<file path="src/kra_pkg.sv">
`timescale 1ns / 1ps
`default_nettype none
// ----------------------------------------------------------------------------
// kra_pkg: shared types and constants of the keyed record aggregator
// Holds the sequencer states, the slot record layout and the fixed-point
// conversion constants.
// ----------------------------------------------------------------------------
package kra_pkg;

    localparam int unsigned KEY_W   = 16;
    localparam int unsigned TMS_W   = 44;
    localparam int unsigned SEC_W   = 35;
    localparam int unsigned PCT_W   = 7;
    localparam int unsigned KC_W    = 16;
    localparam int unsigned TF_W    = 21;
    localparam int unsigned CNT_W   = 32;
    localparam int unsigned TSUM_W  = 48;
    localparam int unsigned PSUM_W  = 40;
    localparam int unsigned SLOT_W  = 6;

    // milliseconds per second, and remainder width for the seconds divider
    localparam int unsigned MS_PER_S = 1000;
    localparam int unsigned REM_W    = 10;
    // 459.67 degrees F scaled by 1000
    localparam int unsigned F_OFFSET_MILLI = 459670;

    typedef enum logic [3:0] {
        S_IDLE = 4'b0001,
        S_SCAN = 4'b0010,
        S_UPD  = 4'b0100,
        S_OUT  = 4'b1000
    } t_state;

    typedef struct packed {
        logic done;
        logic found;
    } t_scan_stat;

    typedef struct packed {
        logic [PSUM_W-1:0]     cloud_sum;
        logic [PSUM_W-1:0]     humidity_sum;
        logic [TSUM_W-1:0]     temp_sum;
        logic [CNT_W-1:0]      snow_count;
        logic [CNT_W-1:0]      lightning_count;
        logic [SEC_W-1:0]      min_time;
        logic signed [TF_W-1:0] lo_temp;
        logic [SEC_W-1:0]      max_time;
        logic signed [TF_W-1:0] hi_temp;
        logic [CNT_W-1:0]      count;
    } t_rec;

endpackage
`default_nettype wire

</file>
<file path="src/kra_key_scan.sv">
`timescale 1ns / 1ps
`default_nettype none
// ----------------------------------------------------------------------------
// kra_key_scan: slot key memory and serial key search
// Reads one slot key a cycle and compares it against the item key.
// ----------------------------------------------------------------------------
module kra_key_scan #(
    parameter int unsigned SLOTS = 64,
    parameter int unsigned AW    = 6,
    parameter int unsigned CW    = 7
) (
    input  wire                        i_clk,
    input  wire                        i_rst_n,
    input  wire                        i_start,
    input  wire [kra_pkg::KEY_W-1:0]   i_key,
    input  wire [CW-1:0]               i_used,
    input  wire                        i_wr_en,
    input  wire [AW-1:0]               i_wr_addr,
    input  wire [kra_pkg::KEY_W-1:0]   i_wr_key,
    output kra_pkg::t_scan_stat        o_stat,
    output logic [AW-1:0]              o_slot
);

    logic [kra_pkg::KEY_W-1:0] r_mem [SLOTS];
    logic [kra_pkg::KEY_W-1:0] r_rd_key;
    logic [CW-1:0]             r_idx;
    logic [AW-1:0]             r_cmp_idx;
    logic                      r_cmp_v;
    logic                      r_busy;
    logic                      r_done;
    logic                      r_found;
    logic                      issue;
    logic                      hit;

    assign issue = r_busy && (r_idx < i_used);
    assign hit   = r_busy && r_cmp_v && (r_rd_key == i_key);

    always_ff @(posedge i_clk) begin
        if (i_wr_en) begin
            r_mem[i_wr_addr] <= i_wr_key;
        end
        r_rd_key <= r_mem[r_idx[AW-1:0]];
    end

    always_ff @(posedge i_clk) begin
        if (!i_rst_n) begin
            r_busy    <= 1'b0;
            r_done    <= 1'b0;
            r_found   <= 1'b0;
            r_cmp_v   <= 1'b0;
            r_idx     <= '0;
            r_cmp_idx <= '0;
        end else if (i_start) begin
            r_busy  <= 1'b1;
            r_done  <= 1'b0;
            r_found <= 1'b0;
            r_cmp_v <= 1'b0;
            r_idx   <= '0;
        end else if (r_busy) begin
            r_cmp_v   <= issue;
            r_cmp_idx <= r_idx[AW-1:0];
            if (hit) begin
                // stop on the first matching slot
                r_busy    <= 1'b0;
                r_done    <= 1'b1;
                r_found   <= 1'b1;
                r_cmp_idx <= r_cmp_idx;
            end else if (!issue && !r_cmp_v) begin
                r_busy <= 1'b0;
                r_done <= 1'b1;
            end
            if (issue) begin
                r_idx <= r_idx + 1'b1;
            end
        end
    end

    assign o_stat.done  = r_done;
    assign o_stat.found = r_found;
    assign o_slot       = r_cmp_idx;

endmodule
`default_nettype wire

</file>
<file path="config.mk">
export PLATFORM = sky130hd
export DESIGN_NAME = kra_key_scan
export DESIGN_NICKNAME = d
export VERILOG_FILES = /design/src/kra_pkg.sv /design/src/kra_key_scan.sv
export SDC_FILE = /design/constraint.sdc
export NUM_CORES = 1
export LEC_CHECK = 0
export BUFFER_PORTS_ARGS = -buffer_cell sky130_fd_sc_hd__clkbuf_2
export CAP_MARGIN = 25
export CORE_ASPECT_RATIO = 1.2
export CORE_MARGIN = 1.5
export CORE_UTILIZATION = 41
export CTS_BUF_LIST = sky130_fd_sc_hd__clkbuf_16
export CTS_CLUSTER_SIZE = 10
export DETAILED_ROUTE_END_ITERATION = 12
export GPL_ROUTABILITY_DRIVEN = 0
export PLACE_DENSITY_LB_ADDON = 0.2
export SYNTH_ARGS = -nofsm -noshare
export SYNTH_HDL_FRONTEND = slang
export SYNTH_SLANG_ARGS = --single-unit
export TNS_END_PERCENT = 50
</file>
<file path="constraint.sdc">
create_clock -name i_clk -period 3.5 [get_ports i_clk]
set_clock_uncertainty 0.1 [all_clocks]
set_input_delay 0.525 -clock i_clk [delete_from_list [all_inputs] [get_ports i_clk]]
set_output_delay 0.525 -clock i_clk [all_outputs]
set_load 0.02 [all_outputs]
</file>
==> results.md <==
- The final-report hold violation count came to 0.
- The area share of fa/ha/maj cells after synthesis is less than 1%.
- The standard cell with the maximum stage delay on the critical path is sky130_fd_sc_hd__dfxtp_4.
- The post-synthesis to final-layout area growth is 15.0%.
- Max-cap violations in this run came to 0.
- Net switching is 20.5% of the power.
- The critical path class is reg2reg.
- After clock tree synthesis, the clock-pin slew on the worst setup and hold paths is approximately 60 ps.
- Based on the critical path, the design can be clocked at up to 339 MHz.
- The power density of the placed cells is 543 mW/mm^2.
- The number of placed instances, taps included, is 3271.
- The final layout contains 2168 nets.
- After global routing the overflow that remains totals 0.
- The final route contains 19900 vias.
- The count of boundary I/O pins is 57.
- The worst path uses 84.2% of the clock period.
- The leakage power summed over all cells is 14.6 nW.
- The number of clock buffers added by TritonCTS is between 100 and 150.
- The number of antenna violations at the first check in global routing is 5.
- In the synthesized netlist, the cells that appear most often are 1024 x sky130_fd_sc_hd__edfxtp_1, 247 x sky130_fd_sc_hd__mux4_2, 76 x sky130_fd_sc_hd__nor2_1.
- The remaining antenna violation count after routing is 0.
- Entering global routing, the biggest net connects 65 pins.
- The first detailed-routing pass ran for 6 iterations.
- Among cell families on the critical path, the largest total delay comes from compound AO/OA/AOI/OAI gates.
- The maximum ir drop on the vdd rail is 0.436 mV.
- Summing every instance area after synthesis gives approximately 0.04 sq mm.
- Buffers added to address setup during post-CTS repair amount to 0.
- The clock root buffer is sky130_fd_sc_hd__clkbuf_16.
- The min-delay analysis places its worst path in the category in2reg.
- The run finished with clean final reports.
- The synthesized flop and latch total is 1057.
- The core box area is roughly 0.098 sq mm.
- Each instance of the synthesized netlist takes up on average 21.5 sq um.
- Global routing used 20.8% of the available tracks across all layers.
- The complex-gate fraction of the synthesized area is 2.95%.
- The delay of the slowest critical-path stage is 730 ps.
- The post-synthesis sequential area ratio is 77.5%.
- The number of nets handed over by synthesis was 1945.
- sky130_fd_sc_hd__edfxtp_1 takes more of the synthesized area than any other cell.
- Setup repair after global routing left no endpoint under its margin.
- The internal portion of total power is 20.1 mW.
- The part of the power in combinational logic is 3.2%.
- The total net switching power is 5.19 mW.
- The xor/xnor share of the synthesized area is 0.367%.
- The TritonCTS clock tree is built.
- The floorplan has 126 rows.
- Summed over all failing endpoints, the final setup total negative slack is 0 ps.
- The first global-routing pass estimated roughly 150 mm of wire.
- The count of yosys warnings during synthesis is 0.
- The number of cells upsized or downsized after cts is 0.
- Sequential cells burn 55.4% of the power.
- The area fraction of the dominant cell type after synthesis is 75.9%.
- The number of buffers inserted by port buffering is 56.
- At the pin with the least slew margin, the transition time is ~1000 ps.
- The half-perimeter wire length after detailed placement is around 65 mm.
- The later pin in the worst-skew pair is clocked with a latency of 680 ps.
- The gate count of the mapped netlist is ~1900.
- Of all nets on the critical path, the largest fanout is 24.
- Counting both buffers and inverters, the worst setup path holds a total of 2.
- Across all hold checks on the routed design, the worst slack comes to 87.6 ps.
- The initial standard-cell utilization of the core is between 40% and 50%.
- The detailed-route wire length per cell is 30.1 um.
- The final standard cell count with taps included and fillers excluded is 3470.
- The final wirelength is approximately 100 mm.
- Sorting the synthesized cells by area gives the leading types as sky130_fd_sc_hd__edfxtp_1 76%, sky130_fd_sc_hd__mux4_2 14%, sky130_fd_sc_hd__dfxtp_1 1.6%, sky130_fd_sc_hd__mux2i_1 1.1%, sky130_fd_sc_hd__a22oi_1 0.98%.
- The most used flip-flop cell after synthesis is sky130_fd_sc_hd__edfxtp_1.
- Of the cells placed in the final design, the portion with a size suffix greater than 1 is 27.7%.
- The post-detailed-route via-to-cell ratio is 5.75.
- CTS saw 1057 sinks.
- The number of levels the H-tree was split into is 3.
- The synthesized design contains 1024 enable-type register cells.
- Setup violations remaining at the end of the flow were counted as 0.
- The clock network fraction of total power is between 40% and 50%.
- The critical path data arrival time is 3390 ps.
- The max-slew violation total from the final report was 0.
- The die area is a little over 0.1 sq mm.
- From bottom edge to top edge, the die measures approximately 350 um.
- The die span in x is slightly below 300 um.
- The remaining max-slew budget at the tightest pin is 30.1%.
- The starting DRC count in detailed routing is 1985.
- The data required time at the worst endpoint is slightly below 4000 ps.
- The startpoint type of the worst setup path is a flop.
- The number of global-route vias before repair was between 20000 and 25000.
- The detailed-route DRC error count is 0.
- Summing the areas of all and, or, nand and nor instances in the mapped netlist gives 2.47% of the synthesized area.
- The combinational family with the most area after synthesis is multiplexers.
- Yosys mapped the design onto between 40 and 50 distinct sky130hd cell types.
- Measured against the total synthesized area, the mux share comes to 15.2%.
- The routed design could run at a clock period as short as 2950 ps.
- The critical path goes through buf_4 -> buf_4 -> mux4_2 -> a22oi_1 -> nand3_1 -> o21ai_1 -> o21ai_1.
- The cell with the most instances after synthesis is sky130_fd_sc_hd__edfxtp_1.
- STA classifies the critical path endpoint as a flop.
- The worst-case clock buffer depth is 3.
- The share of async-settable or async-resettable flops after synthesis is 0%.
## cells by family after synthesis
| logic type | count (synthesis) |
|---|---|
| buf+inv | 115 |
| xor+xnor | 17 |
| fa+ha+maj | 7 |
| compound gates | 173 |
| simple gates | 214 |
| flops | 1057 |
| mux | 306 |
## placed cells by master, fill, tap and decap left out, types with 7 or more instances in the layout
cell	n
sky130_fd_sc_hd__o21ai_1	27
sky130_fd_sc_hd__buf_4	135
sky130_fd_sc_hd__dfxtp_1	29
sky130_fd_sc_hd__mux2i_1	43
sky130_fd_sc_hd__edfxtp_1	1024
sky130_fd_sc_hd__ha_1	7
sky130_fd_sc_hd__a22oi_1	53
sky130_fd_sc_hd__o21ai_0	15
sky130_fd_sc_hd__a21oi_1	24
sky130_fd_sc_hd__nand2b_1	7
sky130_fd_sc_hd__nand2_1	63
sky130_fd_sc_hd__inv_1	81
sky130_fd_sc_hd__clkbuf_16	115
sky130_fd_sc_hd__buf_12	20
sky130_fd_sc_hd__mux2_2	16
sky130_fd_sc_hd__nor2b_1	13
sky130_fd_sc_hd__nor2_1	76
sky130_fd_sc_hd__a221oi_1	29
sky130_fd_sc_hd__nand3_1	20
sky130_fd_sc_hd__clkbuf_2	56
sky130_fd_sc_hd__and4_1	8
sky130_fd_sc_hd__xnor2_1	14
sky130_fd_sc_hd__a22o_1	9
sky130_fd_sc_hd__mux4_2	247
## layer usage
metal | GRT usage [%] | vias to the layer above | routed length (um) | share of wire (%)
met3 | 2.98 | 143 | 5630 | 5.4
li1 | - | 8335 | - | -
met1 | 29.3 | 10800 | 45100 | 43
met2 | 34.2 | 625 | 51000 | 49
met4 | 5.90 | 2 | 2740 | 2.6
met5 | 0 | - | 11 | 0.011
## state kept, by name (all words and copies together) (netlist names)
name	flops
o_slot	6
r_busy	1
r_cmp_v	1
r_done	1
r_found	1
r_idx	7
r_mem	1024
r_rd_key	16
## power groups by stage
| stage | Clock (mW) | Combinational [mW] | Sequential [mW] |
|---|---|---|---|
| 2_1_floorplan | 0 | 0.376 | 14.2 |
| 3_3_place_gp | 0 | 0.784 | 14.3 |
| 3_5_place_dp | 0 | 0.817 | 14.3 |
| 4_1_cts | 10.7 | 0.819 | 14.0 |
| 5_1_grt | 11.1 | 0.870 | 14.0 |
| 6_report | 10.5 | 0.812 | 14.0 |
## metrics by stage
stage	total power [mW]	setup WS [ps]	cell area (sq um)	util [%]
floorplan	14.6	840	40500	-
global placement	15.1	581	43200	44.0
detailed placement	15.1	554	43300	44.1
CTS	25.5	494	46500	47.4
global route	26.0	412	46600	47.4
finish	25.3	552	46600	47.5
## worst register-to-register path, cell delays in order, from the launching register on
cell                      delay [ps]
sky130_fd_sc_hd__dfxtp_4         730
sky130_fd_sc_hd__buf_4           440
sky130_fd_sc_hd__buf_4           290
sky130_fd_sc_hd__mux4_2          320
sky130_fd_sc_hd__a22oi_1         240
sky130_fd_sc_hd__nand3_1         160
sky130_fd_sc_hd__o21ai_1         400
sky130_fd_sc_hd__o21ai_1         120
## final timing paths
check | startpoint | endpoint | slack [ps] | depth (start not counted)
max | r_idx[1] | r_rd_key[7] | 550 | 7
min | i_wr_key[6] | r_mem[24][6] | 90 | 1
max reg2reg | r_idx[1] | r_rd_key[7] | 550 | 7
min reg2reg | o_slot[1] | o_slot[1] | 360 | 2
## cell type report
class / instances / area [sq um]
fillers: 8078 / 51600
flip-flops and latches: 1057 / 31400
multi-input cells: 717 / 8620
clock buffers: 115 / 2880
repair buffers: 213 / 1720
well taps: 1280 / 1600
clock inverters: 79 / 338
inverters: 8 / 30.0
diodes: 1 / 2.50
## repair_timing
action,4_1_cts,5_1_grt
endpoints found under the setup margin,0,0
hold endpoints to repair,1,0
hold buffers,1,0
Note: power is estimated with default switching activity, not from simulation.
