[config.mk]
export PLATFORM = sky130hd
export DESIGN_NAME = kra_sec_div
export DESIGN_NICKNAME = d
export VERILOG_FILES = /design/src/kra_pkg.sv /design/src/kra_sec_div.sv
export SDC_FILE = /design/constraint.sdc
export NUM_CORES = 1
export LEC_CHECK = 0
export BUFFER_PORTS_ARGS = -buffer_cell sky130_fd_sc_hd__clkbuf_2
export CORE_MARGIN = 1.5
export CORE_UTILIZATION = 50
export DETAILED_ROUTE_END_ITERATION = 8
export GPL_ROUTABILITY_DRIVEN = 0
export PLACE_DENSITY = 0.72
export SLEW_MARGIN = 40
export SYNTH_ARGS = -nofsm -noshare
export SYNTH_HDL_FRONTEND = slang
export SYNTH_SLANG_ARGS = --single-unit
[constraint.sdc]
create_clock -name i_clk -period 7 [get_ports i_clk]
set_clock_uncertainty 0.05 [all_clocks]
set_input_delay 0.7 -clock i_clk [delete_from_list [all_inputs] [get_ports i_clk]]
set_output_delay 0.7 -clock i_clk [all_outputs]
set_load 0.05 [all_outputs]
[src/kra_pkg.sv]
`timescale 1ns / 1ps
`default_nettype none
// ----------------------------------------------------------------------------
// kra_pkg: shared types and constants of the keyed record aggregator
// Holds the sequencer states, the slot record layout and the fixed-point
// conversion constants.
// ----------------------------------------------------------------------------
package kra_pkg;

    localparam int unsigned KEY_W   = 16;
    localparam int unsigned TMS_W   = 44;
    localparam int unsigned SEC_W   = 35;
    localparam int unsigned PCT_W   = 7;
    localparam int unsigned KC_W    = 16;
    localparam int unsigned TF_W    = 21;
    localparam int unsigned CNT_W   = 32;
    localparam int unsigned TSUM_W  = 48;
    localparam int unsigned PSUM_W  = 40;
    localparam int unsigned SLOT_W  = 6;

    // milliseconds per second, and remainder width for the seconds divider
    localparam int unsigned MS_PER_S = 1000;
    localparam int unsigned REM_W    = 10;
    // 459.67 degrees F scaled by 1000
    localparam int unsigned F_OFFSET_MILLI = 459670;

    typedef enum logic [3:0] {
        S_IDLE = 4'b0001,
        S_SCAN = 4'b0010,
        S_UPD  = 4'b0100,
        S_OUT  = 4'b1000
    } t_state;

    typedef struct packed {
        logic done;
        logic found;
    } t_scan_stat;

    typedef struct packed {
        logic [PSUM_W-1:0]     cloud_sum;
        logic [PSUM_W-1:0]     humidity_sum;
        logic [TSUM_W-1:0]     temp_sum;
        logic [CNT_W-1:0]      snow_count;
        logic [CNT_W-1:0]      lightning_count;
        logic [SEC_W-1:0]      min_time;
        logic signed [TF_W-1:0] lo_temp;
        logic [SEC_W-1:0]      max_time;
        logic signed [TF_W-1:0] hi_temp;
        logic [CNT_W-1:0]      count;
    } t_rec;

endpackage
`default_nettype wire

[src/kra_sec_div.sv]
`timescale 1ns / 1ps
`default_nettype none
// ----------------------------------------------------------------------------
// kra_sec_div: milliseconds to whole seconds
// Divide by 1000 four dividend bits per cycle; each quotient digit comes from
// a small reciprocal multiply, the remainder from a compare-free subtract.
// ----------------------------------------------------------------------------
module kra_sec_div (
    input  wire                        i_clk,
    input  wire                        i_rst_n,
    input  wire                        i_start,
    input  wire [kra_pkg::TMS_W-1:0]   i_ms,
    output logic                       o_done,
    output logic [kra_pkg::SEC_W-1:0]  o_sec
);

    localparam int unsigned DIG_W  = 4;
    localparam int unsigned STEPS  = kra_pkg::TMS_W / DIG_W;
    localparam int unsigned CW     = $clog2(STEPS + 1);
    localparam int unsigned PART_W = kra_pkg::REM_W + DIG_W;
    // ceil(2^24 / 1000): the digit is exact for every partial below 16000
    localparam int unsigned RECIP  = 16778;
    localparam int unsigned SH     = 24;
    localparam int unsigned PROD_W = SH + DIG_W;

    logic [kra_pkg::TMS_W-1:0] r_dvd, n_dvd;
    logic [kra_pkg::REM_W-1:0] r_rem, n_rem;
    logic [CW-1:0]             r_cnt, n_cnt;
    logic [PART_W-1:0]         part;
    logic [PROD_W-1:0]         prod;
    logic [DIG_W-1:0]          qd;
    logic [PART_W-1:0]         back;
    logic [PART_W-1:0]         diff;

    always_comb begin
        // shift the next digit under the remainder, estimate, subtract
        part  = {r_rem, r_dvd[kra_pkg::TMS_W-1 -: DIG_W]};
        prod  = PROD_W'(part) * PROD_W'(RECIP);
        qd    = prod[SH +: DIG_W];
        back  = PART_W'(qd) * PART_W'(kra_pkg::MS_PER_S);
        diff  = part - back;
        n_dvd = r_dvd;
        n_rem = r_rem;
        n_cnt = r_cnt;
        if (i_start) begin
            n_dvd = i_ms;
            n_rem = '0;
            n_cnt = CW'(STEPS);
        end else if (r_cnt != '0) begin
            n_rem = diff[kra_pkg::REM_W-1:0];
            n_dvd = {r_dvd[kra_pkg::TMS_W-DIG_W-1:0], qd};
            n_cnt = r_cnt - 1'b1;
        end
    end

    always_ff @(posedge i_clk) begin
        r_dvd <= n_dvd;
        r_rem <= n_rem;
        if (!i_rst_n) begin
            r_cnt <= '0;
        end else begin
            r_cnt <= n_cnt;
        end
    end

    assign o_done = (r_cnt == '0);
    assign o_sec  = r_dvd[kra_pkg::SEC_W-1:0];

endmodule
`default_nettype wire

==> results of run 1 <==
sequential cells by signal (all words and copies together) (netlist names):
| name | flops |
|---|---|
| r_rem | 10 |
| r_dvd | 44 |
| r_cnt | 4 |
worst max-delay path, delay by kind of cell, from the launching register on:
family                     cells  cell delay (ns)
DFF                            1             0.35
AOI/OAI and AO/OA              8             1.12
and+or+nand+nor                2             0.45
adders and majority gates     11             4.24
xor gates and xnor gates       1             0.18
buffers and inverters          3             0.27
cell families (layout without fill, tap and decap cells):
| family | count (synthesis) | in the layout |
|---|---|---|
| compound gates | 73 | 73 |
| xor+xnor | 8 | 8 |
| fa+ha+maj | 133 | 133 |
| buf+inv | 122 | 193 |
| flops | 58 | 58 |
| mux | 41 | 41 |
| simple gates | 61 | 61 |
worst max-delay path by stage:
stage,end,slack [ns],cells after the start
6_report,r_rem[9]$_SDFFE_PP0N_,0.23,25
5_1_grt,r_rem[9]$_SDFFE_PP0N_,-0.06,25
4_1_cts,r_rem[9]$_SDFFE_PP0N_,0.004,28
3_5_place_dp,r_rem[9]$_SDFFE_PP0N_,-0.02,26
3_3_place_gp,r_rem[9]$_SDFFE_PP0N_,0.17,26
2_1_floorplan,r_rem[9]$_SDFFE_PP0N_,0.50,25
Yosys cell counts, drive strengths merged, types with 5 or more instances:
| cell | n | share of area |
|---|---|---|
| a211oi | 9 | 0.013 |
| a21o | 6 | 0.0083 |
| a21oi | 16 | 0.015 |
| buf | 38 | 0.051 |
| clkbuf | 6 | 0.0041 |
| dfxtp | 14 | 0.052 |
| edfxtp | 44 | 0.24 |
| fa | 26 | 0.096 |
| ha | 107 | 0.25 |
| inv | 78 | 0.054 |
| mux2 | 40 | 0.083 |
| nand2 | 20 | 0.014 |
| nor2 | 13 | 0.0090 |
| nor3 | 5 | 0.0076 |
| o21a | 7 | 0.0097 |
| o21ai | 13 | 0.012 |
| xnor2 | 6 | 0.0097 |
layout make-up:
cell class,count,share of cell area
clock inverter,6,0.00554
clock buffer,10,0.0209
sequential,58,0.264
inverter,78,0.0480
tap,136,0.0279
timing repair buffer,99,0.0882
multi-input combinational,316,0.545
power by group through the flow:
stage,registers (mW),logic (mW),clock network [mW]
after floorplan,0.489,1.35,0
after global placement,0.497,1.67,0
after detailed placement,0.500,1.73,0
after CTS,0.493,1.75,0.264
after global routing,0.501,2.07,0.281
final,0.495,1.82,0.258
timing repair:
item	in CTS	in global routing
endpoints found under the setup margin	1	3
setup buffers	0	4
gates resized for setup	1	21
hold buffers	0	0
pin swaps	0	10
metal layers:
layer  up-vias  part of all wire  track usage
met5         -                 0            0
met4         0             0.025       0.0733
met3        21             0.042       0.0430
met2        72              0.49        0.334
met1      1783              0.44        0.271
li1       1842                 -            -
per-stage QoR:
stage,utilization,cells,total power [mW]
floorplan,-,496,1.84
detailed placement,0.559,683,2.23
finish,0.586,703,2.57
CTS,0.575,699,2.50
global placement,0.558,683,2.17
global route,0.586,703,2.85
==> impl_metrics.py, run 1 <==
metrics = {
    "run_status": {
        "status": "finished, final reports clean",
    },
    "synthesis": {
        "synth_compound_area_frac": 0.0962,
        "yosysWarnings": 0,
        "synthesis.nets": 676,
        "ys_seq_elements": 58,
        "synth_edf_count": 44,
        "ys_seq_area_frac": 0.295,
        "synth_mux_area_frac": 0.0847,
        "synthCells": 496,
        "synth_ff_type": "edfxtp_1",
        "avgSynthCellArea_um2": 11.0,
        "synthSimpleGateAreaFrac": 0.0605,
        "synth.distinct_cells": 58,
        "synthesis.area_mm2": 0.00544,
        "synth_top_family_by_area": "adder cells",
        "synth_fa_ha_area_frac": 0.342,
        "async_reset_ff_frac": 0,
        "synth-xor-area-share": 0.0129,
    },
    "setup_path": {
        "slowest_stage": "fa_1",
        "crit_path_max_incr_delay_ns": 0.52,
        "arrival_ns": 6.94,
        "startpoint_type": "register",
        "r2r-start": "r_rem[5]$_SDFFE_PP0N_",
        "path_common_cell": "ha_1",
        "cp.required_ns": 7.17,
        "r2r_slack_ns": 0.23,
        "crit_fanout": 5,
        "r2r_cells": 25,
        "critPathKind": "register to register",
        "startpoint": "r_rem[5]$_SDFFE_PP0N_",
        "reg2reg_to": "r_rem[9]$_SDFFE_PP0N_",
        "endpoint_kind": "register",
    },
    "floorplanning": {
        "initial_core_util": 0.522,
        "dieHeight_um": 107,
        "core-area_mm2": 0.0104,
        "io_pins": 83,
        "fp.dieW_um": 107,
        "rows": 37,
        "die_area_mm2": 0.0115,
    },
    "pwr": {
        "p_int_mw": 1.34,
        "leakage_nw": 3.12,
        "power_switching_mw": 1.23,
        "clkPwrFrac": 0.100,
        "ir_worst_vdd_v": 0.000209,
        "p_per_area_mw_per_mm2": 421,
        "swShare": 0.478,
        "combPwrFrac": 0.707,
        "pwr-share-seq": 0.193,
    },
    "clocking": {
        "htreeDepth": 3,
        "clkSinkCount": 58,
        "cts_tree": "done",
        "insertion_delay_ns": 0.33,
        "cts_buffers": 9,
        "clkTransAtPathRegs_ns": 0.07,
        "clock-root-buffer": "clkbuf_8",
        "cts_buffer_depth": 2,
    },
    "placed_design": {
        "preCtsSetupSlack_ns": -0.0208,
        "portBuffers": 82,
        "hpwl_um": 9060,
        "post_dp_cell_area_mm2": 0.00582,
    },
    "min_path": {
        "hold-path-cell-count": 2,
        "min_from": "r_rem[2]$_SDFFE_PP0N_",
        "worstHoldEndpoint": "r_rem[2]$_SDFFE_PP0N_",
        "hp-class": "register to register",
    },
    "timing": {
        "timing.final.ws_setup_ns": 0.233,
        "max_slew_margin": 0.525,
        "hold_violations": 0,
        "max_freq_ghz": 0.148,
        "setup_viol_count_final": 0,
        "finalSetupTns_ns": 0,
        "min_period_ns": 6.77,
        "whs_ns": 0.467,
        "tightestPinTransition_ns": 0.713,
        "post-route-period-util": 0.967,
        "maxSlewViolCount": 0,
    },
    "detailed_routing": {
        "routedWlPerCell_um": 16.1,
        "antenna_left": 0,
        "drtIter0Drc": 93,
        "drt_pass1_iterations": 4,
        "wirelength_um": 11300,
        "num_vias": 3718,
        "via_per_inst": 5.29,
        "drcViolationCount": 0,
    },
    "final_layout": {
        "fillers": 872,
        "multiInputGateArea_mm2": 0.00333,
        "area_growth_pct": 12.2,
        "seq_area_mm2": 0.00161,
        "layout.nets": 742,
        "layout_common_cells": "ha_1 (105), clkbuf_2 (82), inv_1 (77)",
        "diodes": 0,
        "design_area_mm2": 0.00610,
        "mostFrequentLayoutCell": "ha_1",
        "drive_above_1_share": 0.319,
    },
    "grt": {
        "grt_pass1_vias": 3782,
        "grt_max_degree": 65,
        "grt_pass1_wl_um": 18300,
        "grtUsageTotal": 0.206,
        "antenna_found_initial": 0,
        "overflow": 0,
    },
    "job": {
        "maxCapViolCount": 0,
    },
}
Power figures use the tool's default switching activity.
==> run 2, diff against run 1 <==
CORE_ASPECT_RATIO = 0.8   (was default)
==> run 2 against run 1 <==
Compared with the run above:
- clock power increased by 73%
- sequential power fell by 2%
- non-clock buffer count grew 2
- via count is 0.48% higher
- global-route usage rose by 0.92 points
- worst hold slack gained 0.013 ns
- count of clock-buffer cells in the layout rose by 2
- combinational power rose by 5%
- setup slack better by 0.020 ns
- sequential cell count unchanged
- utilization is 1.7 points higher
- largest cell class unchanged
==> impl_metrics.py, run 2 (synthesis results as in run 1) <==
metrics = {
    "pwr": {
        "leakage_nw": 3.20,
        "ir_worst_vdd_v": 0.000442,
        "p_per_area_mw_per_mm2": 455,
    },
    "clocking": {
        "insertion_delay_ns": 0.33,
        "cts_tree": "done",
        "cts_buffers": 9,
        "htreeDepth": 3,
        "clkSinkCount": 58,
        "cts_buffer_depth": 2,
        "clkTransAtPathRegs_ns": 0.05,
        "clock-root-buffer": "clkbuf_16",
    },
    "final_layout": {
        "largest_reg_flops": 44,
        "drive_above_1_share": 0.327,
        "fillers": 851,
        "layout.nets": 744,
        "top_register": "r_dvd",
        "diodes": 0,
        "reg_top3": "r_dvd x44, r_rem x10, r_cnt x4",
        "seq_area_mm2": 0.00161,
        "layout_common_cells": "ha_1 (105), clkbuf_2 (82), inv_1 (77)",
        "area_growth_pct": 15.3,
        "mostFrequentLayoutCell": "ha_1",
        "multiInputGateArea_mm2": 0.00334,
        "final_util": 0.603,
    },
    "timing": {
        "max_slew_margin": 0.510,
        "timing.final.ws_setup_ns": 0.252,
        "tightestPinTransition_ns": 0.736,
        "post-route-period-util": 0.964,
        "hold_violations": 0,
        "setup_viol_count_final": 0,
        "maxSlewViolCount": 0,
        "min_period_ns": 6.75,
        "max_freq_ghz": 0.148,
    },
    "run_status": {
        "status": "finished, final reports clean",
    },
    "floorplanning": {
        "fp.dieW_um": 120,
        "io_pins": 83,
        "core-area_mm2": 0.0104,
        "initial_core_util": 0.523,
        "rows": 33,
        "die_area_mm2": 0.0115,
        "dieHeight_um": 96.3,
    },
    "job": {
        "maxCapViolCount": 0,
    },
    "setup_path": {
        "startpoint": "r_rem[2]$_SDFFE_PP0N_",
        "arrival_ns": 6.91,
        "cp.required_ns": 7.16,
        "critPathKind": "register to register",
        "endpoint_kind": "register",
        "r2r-start": "r_rem[2]$_SDFFE_PP0N_",
        "crit_fanout": 7,
        "startpoint_type": "register",
    },
    "detailed_routing": {
        "via_per_inst": 5.27,
        "wirelength_um": 12200,
        "routedWlPerCell_um": 17.2,
        "drt_pass1_iterations": 4,
        "drtIter0Drc": 308,
        "drcViolationCount": 0,
        "antenna_left": 0,
        "num_vias": 3736,
    },
    "grt": {
        "overflow": 0,
        "grtUsageTotal": 0.215,
        "antenna_found_initial": 0,
        "busiest_layer": "met2",
        "grt_util_met3": 0.0415,
        "use_met1": 0.305,
        "grt_max_degree": 65,
        "grt_pass1_wl_um": 18900,
        "met2_usage": 0.341,
        "grt_pass1_vias": 3759,
    },
    "placed_design": {
        "portBuffers": 82,
        "hpwl_um": 9550,
        "preCtsSetupSlack_ns": 0.0614,
    },
    "min_path": {
        "hp-class": "register to register",
        "min_from": "r_rem[2]$_SDFFE_PP0N_",
    },
}
run 2: changes by cell type in the layout (fill, tap and decap cells not counted), sizes merged:
cell,change
buf,+2
bufinv,+1
clkinv,-2
clkinvlp,-1
clkbuf,+2
run 2: cell type report:
cell class | instances | share of cell area
clock buffer | 12 | 0.0409
sequential | 58 | 0.256
timing repair buffer | 101 | 0.0882
inverter | 78 | 0.0467
tap | 140 | 0.0279
multi-input combinational | 316 | 0.532
clock inverter | 4 | 0.00818
run 2: repair_timing:
action / CTS / global route
hold endpoints to repair: 0 / 0
hold buffers: 0 / 0
gates resized for setup: 0 / 26
buffers inserted: 0 / 3
setup endpoints to repair: 0 / 3
run 2: worst paths after layout:
kind	endpoint	cells after the start	slack, ns
setup / recovery	r_rem[9]$_SDFFE_PP0N_	25	0.25
hold reg to reg	r_rem[2]$_SDFFE_PP0N_	2	0.48
hold / removal	r_rem[2]$_SDFFE_PP0N_	2	0.48
setup reg to reg	r_rem[9]$_SDFFE_PP0N_	25	0.25
run 2: power breakdown:
group / internal, mW / switching (mW)
logic: 0.787 / 1.13
registers: 0.443 / 0.0430
clock network: 0.294 / 0.151
total: 1.52 / 1.33
run 2: critical path: stages, from the launching register on:
cell,delay [ns]
dfxtp_4,0.37
ha_1,0.29
ha_1,0.29
ha_1,0.28
ha_1,0.30
fa_1,0.53
inv_1,0.06
fa_1,0.51
inv_1,0.04
ha_1,0.31
a21o_1,0.18
a21o_1,0.20
o211a_1,0.24
o211ai_2,0.22
and3_4,0.23
nor2_2,0.05
fa_2,0.51
fa_1,0.56
inv_1,0.05
ha_1,0.31
xor2_1,0.18
ha_1,0.32
a21oi_2,0.16
xnor2_1,0.15
a211oi_1,0.07
nand3b_1,0.16
run 2: through the flow:
step	instance area [um2]	hold WS, ns	TNS [ns]	power (mW)	instances
floorplan	5440	0.447	0	1.84	496
global placement	5840	0.496	0	2.23	690
detailed placement	5850	0.484	0	2.29	690
CTS	6160	0.505	0	2.76	706
global route	6270	0.494	-0.000716	3.11	709
finish	6270	0.480	0	2.85	709
run 2: metal layers:
layer	routed length (um)	vias up
met5	0	-
met4	149	0
met3	678	14
met2	5590	95
met1	5760	1772
li1	-	1855
